[src/contiguous_allocator_compaction_top_defines.svh]
// ----------------------------------------------------------------------------
// Assertion macros for the contiguous allocator
// Concurrent checks that compile away when ASSERT_OFF is defined.
// ----------------------------------------------------------------------------
`ifndef CONTIGUOUS_ALLOCATOR_COMPACTION_TOP_DEFINES_SVH
`define CONTIGUOUS_ALLOCATOR_COMPACTION_TOP_DEFINES_SVH

`ifndef ASSERT_OFF
// Check an invariant on every clock edge outside reset.
`define CAC_ASSERT(name, clk, rst_n, prop) \
  name: assert property (@(posedge clk) disable iff (!rst_n) (prop)) \
    else $error("assertion failed: invariant");
// Check that an antecedent implies a consequence in the next cycle.
`define CAC_ASSERT_NEXT(name, clk, rst_n, ante, cons) \
  name: assert property (@(posedge clk) disable iff (!rst_n) (ante) |=> (cons)) \
    else $error("assertion failed: next-cycle implication");
`else
`define CAC_ASSERT(name, clk, rst_n, prop)
`define CAC_ASSERT_NEXT(name, clk, rst_n, ante, cons)
`endif

`endif

[src/cac_ram.sv]
// ----------------------------------------------------------------------------
// cac_ram
// Simple dual-port RAM: one write port, one read port, registered read data.
// ----------------------------------------------------------------------------
`default_nettype none

module cac_ram #(
  parameter int unsigned DATA_W = 8,
  parameter int unsigned ADDR_W = 4
) (
  input  wire logic              clk_i,
  input  wire logic              we_i,
  input  wire logic [ADDR_W-1:0] waddr_i,
  input  wire logic [DATA_W-1:0] wdata_i,
  input  wire logic [ADDR_W-1:0] raddr_i,
  output logic      [DATA_W-1:0] rdata_o
);

  localparam int unsigned DEPTH = 2 ** ADDR_W;

  logic [DATA_W-1:0] mem_q [DEPTH];
  logic [DATA_W-1:0] rdata_q;

  // Read returns the old contents on a same-address write.
  always_ff @(posedge clk_i) begin
    if (we_i) begin
      mem_q[waddr_i] <= wdata_i;
    end
    rdata_q <= mem_q[raddr_i];
  end

  assign rdata_o = rdata_q;

endmodule

`default_nettype wire

[config.mk]
export PLATFORM = sky130hd
export DESIGN_NAME = cac_ram
export DESIGN_NICKNAME = d
export VERILOG_FILES = /design/src/contiguous_allocator_compaction_top_defines.svh /design/src/cac_ram.sv
export SDC_FILE = /design/constraint.sdc
export NUM_CORES = 1
export LEC_CHECK = 0
export CORE_MARGIN = 2
export CORE_UTILIZATION = 60
export DETAILED_ROUTE_END_ITERATION = 10
export DONT_BUFFER_PORTS = 1
export PLACE_DENSITY = 0.76
export SYNTH_ARGS = -nofsm -noshare
export SYNTH_HDL_FRONTEND = slang
export SYNTH_SLANG_ARGS = --single-unit
[constraint.sdc]
create_clock -name clk_i -period 2 [get_ports clk_i]
set_input_delay 0.1 -clock clk_i [delete_from_list [all_inputs] [get_ports clk_i]]
set_output_delay 0.1 -clock clk_i [all_outputs]
set_load 0.02 [all_outputs]
; ---- Word-level counts from Yosys, hierarchy flattened
; Memory sizes are Yosys's and may differ from the RTL's. A register that Yosys moved wholly into a read port is not among the register bits.
; Index checks and enable logic that the tools add are counted.
[op_classes]
muxes = 2
[ops]
columns = cell, count
row1 = two-way mux 1 bit, 2
[totals]
out_inout_bits = 8
ramBits = 128
elab_cells = 3
memories = 1
regBits = 0
in_bits = 18
[mem_list]
columns = name, depth, word_bits, read_ports, rd_ports_with_merged_regs, wr, line
row1 = mem_q, 16, 8, 1, 1, 1, cac_ram.sv:21  ; logic [DATA_W-1:0] mem_q [DEPTH];

; ---- Logic depth before layout (Yosys ltp)
[depth]
depth_word = 2
mapped_depth = 5
depth_no_buf = 3

; ---- Least setup slack after synthesis
; No wires, ideal clock.
[synth_path]
path_kind = input to register
startpoint = input port waddr_i[2]
endpoint = memory mem_q[0][0], enable pin
required_time_ns = 1.617
setup_time_ns = 0.383
t_arrival_ns = 1.210
slack_ns = 0.407
path_buffers = 0
cell_stages = 2
path_cell_list = or3b_2 > nor3_1
[synth_lines]
columns = item, line
row1 = start: declaration, cac_ram.sv:13  ; input wire logic [ADDR_W-1:0] waddr_i,
row2 = end: declaration, cac_ram.sv:21
; Straight into the memory's write port.

==> impl_metrics.env <==
export IMPL_status="finished clean"
export IMPL_clockBufferDepth=2
export IMPL_rr_endpoint="rdata_o[5]"
export IMPL_grt_pass1_wl_mm=15.7
export IMPL_hold_class="in -> reg"
export IMPL_worst_ep_arrival_time_ns=2.14
export IMPL_ant_nets=0
export IMPL_grt_max_degree=33
export IMPL_power_leakage_uw=0.00201
export IMPL_hold_depth=3
export IMPL_rows=33
export IMPL_cts_tree="done"
export IMPL_clk_latency_ns=0.52
export IMPL_end_kind="flip-flop"
export IMPL_ys_seq_area_share_pct=77.8
export IMPL_grt_ovfl_total=0
export IMPL_dp_slack_ns=0.648
export IMPL_antennaDiodeCount=0
export IMPL_chipWidth_um=96.6
export IMPL_period_share_pct=87.0
export IMPL_numPortBuffers=0
export IMPL_cp_slowest_stage_delay_ns=0.57
export IMPL_r2r_start="mem_q[10][5]"
export IMPL_via_per_inst=6.47
export IMPL_ios=26
export IMPL_core_area_mm2=0.00826
export IMPL_tightest_slew_ns=0.779
export IMPL_worstSetupStartpointType="flip-flop"
export IMPL_vias=2502
export IMPL_rr_worst_depth=4
export IMPL_min_period_ns=1.74
export IMPL_rsz0062_at_grt="false"
export IMPL_syn_to_final_growth_pct=17.0
export IMPL_peakVddDrop_uv=623
export IMPL_synth_cells=229
export IMPL_m1WireLength_mm=4.02
export IMPL_worstHoldStart="raddr_i[0]"
export IMPL_first_pass_iters=5
export IMPL_worstPathCellList="mux4_1 -> dlygate4sd3_1 -> a22oi_1 -> nand2_1"
export IMPL_wl_per_cell_um=26.7
export IMPL_cp_slowest_cell="dlygate4sd3_1"
export IMPL_yosys_cell_types_count=19
export IMPL_routed_wl_mm=10.3
export IMPL_drc_errors=0
export IMPL_nNetsFinal=288
export IMPL_synth_fa_ha_area_share_pct=0
export IMPL_regToRegSetupSlack_ns=0.26
export IMPL_start_util_pct=62.3
export IMPL_yosys_warnings=0
export IMPL_routabilityCongestion=0.705
export IMPL_synth_simple_area_share_pct=3.18
export IMPL_antenna_found_initial=0
export IMPL_cts_made_buffers=17
export IMPL_first_global_vias=2581
export IMPL_cp_max_fo=1
export IMPL_p_per_area_mw_per_mm2=1040
export IMPL_clkSlewWorstSetupHoldPaths_ns=0.06
export IMPL_relSlewSlack_pct=47.9
export IMPL_hold_viol_final=0
export IMPL_wl_met2_mm=5.14
export IMPL_worst_slack_ns=0.260
export IMPL_crit_family="buffers and inverters"
export IMPL_detailed_place_hpwl_mm=5.42
export IMPL_synth_compound_area_share_pct=2.33
export IMPL_grt_usage_pct=24.0
export IMPL_cts_sinks=136
export IMPL_drt_iter0_drc=297
export IMPL_wl_met3_um=943
export IMPL_finalSetupViolCount=0
export IMPL_synth_area_mm2=0.00515
export IMPL_routed_top_layer="met4"
export IMPL_worstHoldEndpoint="rdata_o[6]"
export IMPL_drive_above_1_share_pct=22.7
export IMPL_cp_num_buf_inv=1
export IMPL_die_y_um=96.6
export IMPL_synth_xor_area_share_pct=0
export IMPL_synth_nets=247
export IMPL_timing_fmax_mhz=575
export IMPL_die_area_mm2=0.00934
export IMPL_synth_mux_area_share_pct=15.0
export IMPL_final_util_pct=72.9
export IMPL_critPathRequiredTime_ns=2.40
export IMPL_postCtsSetupBuffers=0
export IMPL_fin_worst_skew_ns=0.00702
export IMPL_syn_avg_cell_area_um2=22.5
export IMPL_worstSetupPathType="reg -> reg"
export IMPL_synth_top_family_by_area="multiplexers"
export IMPL_tns_ns=0
export IMPL_slew_viol_final=0
export IMPL_htreeDepth=4
export IMPL_max_cap_violations=0
export IMPL_cts_root_buf="clkbuf_8"
export IMPL_synth_seq_cells=136
==> stage by stage <==
| stage | hold slack, ns | total power [uW] | cells | area (um2) |
|---|---|---|---|---|
| floorplan | 0.199 | 3440 | 229 | 5150 |
| global placement | 0.199 | 3460 | 340 | 5310 |
| detailed placement | 0.199 | 3460 | 340 | 5310 |
| CTS | 0.00113 | 6290 | 387 | 6020 |
| global route | 0.00920 | 6440 | 387 | 6020 |
| finish | 0.0303 | 6250 | 387 | 6020 |
==> area by class of cell <==
type	instances	area (um2)
tap	105	131
timing repair buffer	32	300
clock inverter	10	80.1
clock buffer	21	449
multi-input combinational	83	1060
fill	482	2240
sequential	136	4000
==> cell usage in the layout (no fill, tap or decap), drive strengths merged, types with 6 or more instances in the layout <==
| cell | instances |
|---|---|
| a22oi | 16 |
| mux4 | 32 |
| edfxtp | 128 |
| nor2 | 13 |
| clkbuf | 21 |
| clkinv | 6 |
| buf | 18 |
| dlygate4sd3 | 14 |
| nand2 | 9 |
| dfxtp | 8 |
==> worst register-to-register path, delay by kind of cell (launching register included) <==
family	cells	cell delay, ns
flops	1	0.35
simple gates	1	0.06
buf+inv	1	0.57
compound gates	1	0.18
mux	1	0.47
==> metal layers <==
metal  up-vias  GRT usage, %
li1       1054             -
met1      1267          33.2
met2       162          36.4
met3        19          6.79
met4         0          10.7
met5         -             0
==> registers in the layout (all words and copies together), names as in the netlist <==
name	count
mem_q	128
rdata_o	8
==> synthesized netlist by cell type <==
library cell	count	share of area, %
nand3b_1	2	0.29
a22oi_1	16	2.3
or3b_2	1	0.17
nor3_1	4	0.39
nand2b_1	2	0.24
and2b_1	1	0.15
and2_1	1	0.12
buf_4	1	0.15
nor2b_1	1	0.12
nand3_1	1	0.097
nand2_1	9	0.66
mux4_2	18	7.9
buf_6	3	0.66
nor2_1	13	0.95
dfxtp_1	8	3.1
buf_2	3	0.29
edfxtp_1	128	75
mux4_1	14	7.1
clkdlybuf4s25_2	3	0.58
==> worst max-delay path by stage <==
stage / startpoint / endpoint / slack (ns) / cells past startpoint
6_report: mem_q[10][5] / rdata_o[5] / 0.26 / 4
5_1_grt: mem_q[9][5] / rdata_o[5] / 0.16 / 4
4_1_cts: mem_q[10][5] / rdata_o[5] / 0.24 / 4
3_5_place_dp: mem_q[5][1] / rdata_o[1] / 0.65 / 3
3_3_place_gp: mem_q[9][2] / rdata_o[2] / 0.70 / 3
2_1_floorplan: waddr_i[2] / mem_q[0][0] / 0.41 / 2
==> cell families (layout without fill, tap and decap cells) <==
logic type / count (synthesis) / in the layout
multiplexers: 32 / 32
buffers and inverters: 10 / 63
AO/OA/AOI/OAI: 16 / 16
flip-flops: 136 / 136
AND/OR/NAND/NOR: 35 / 35
==> power by group <==
part           switching, uW  leakage [uW]  internal (uW)
Clock                   1060      0.000254           1680
Sequential              44.8       0.00122           3190
Combinational            149      0.000536            121
==> timing repair <==
action                                 CTS  global route
setup endpoints to repair                0             0
endpoints found under the hold margin  168             0
hold buffers                            16             0
resized for setup                        0             0
Power figures use the tool's default switching activity.
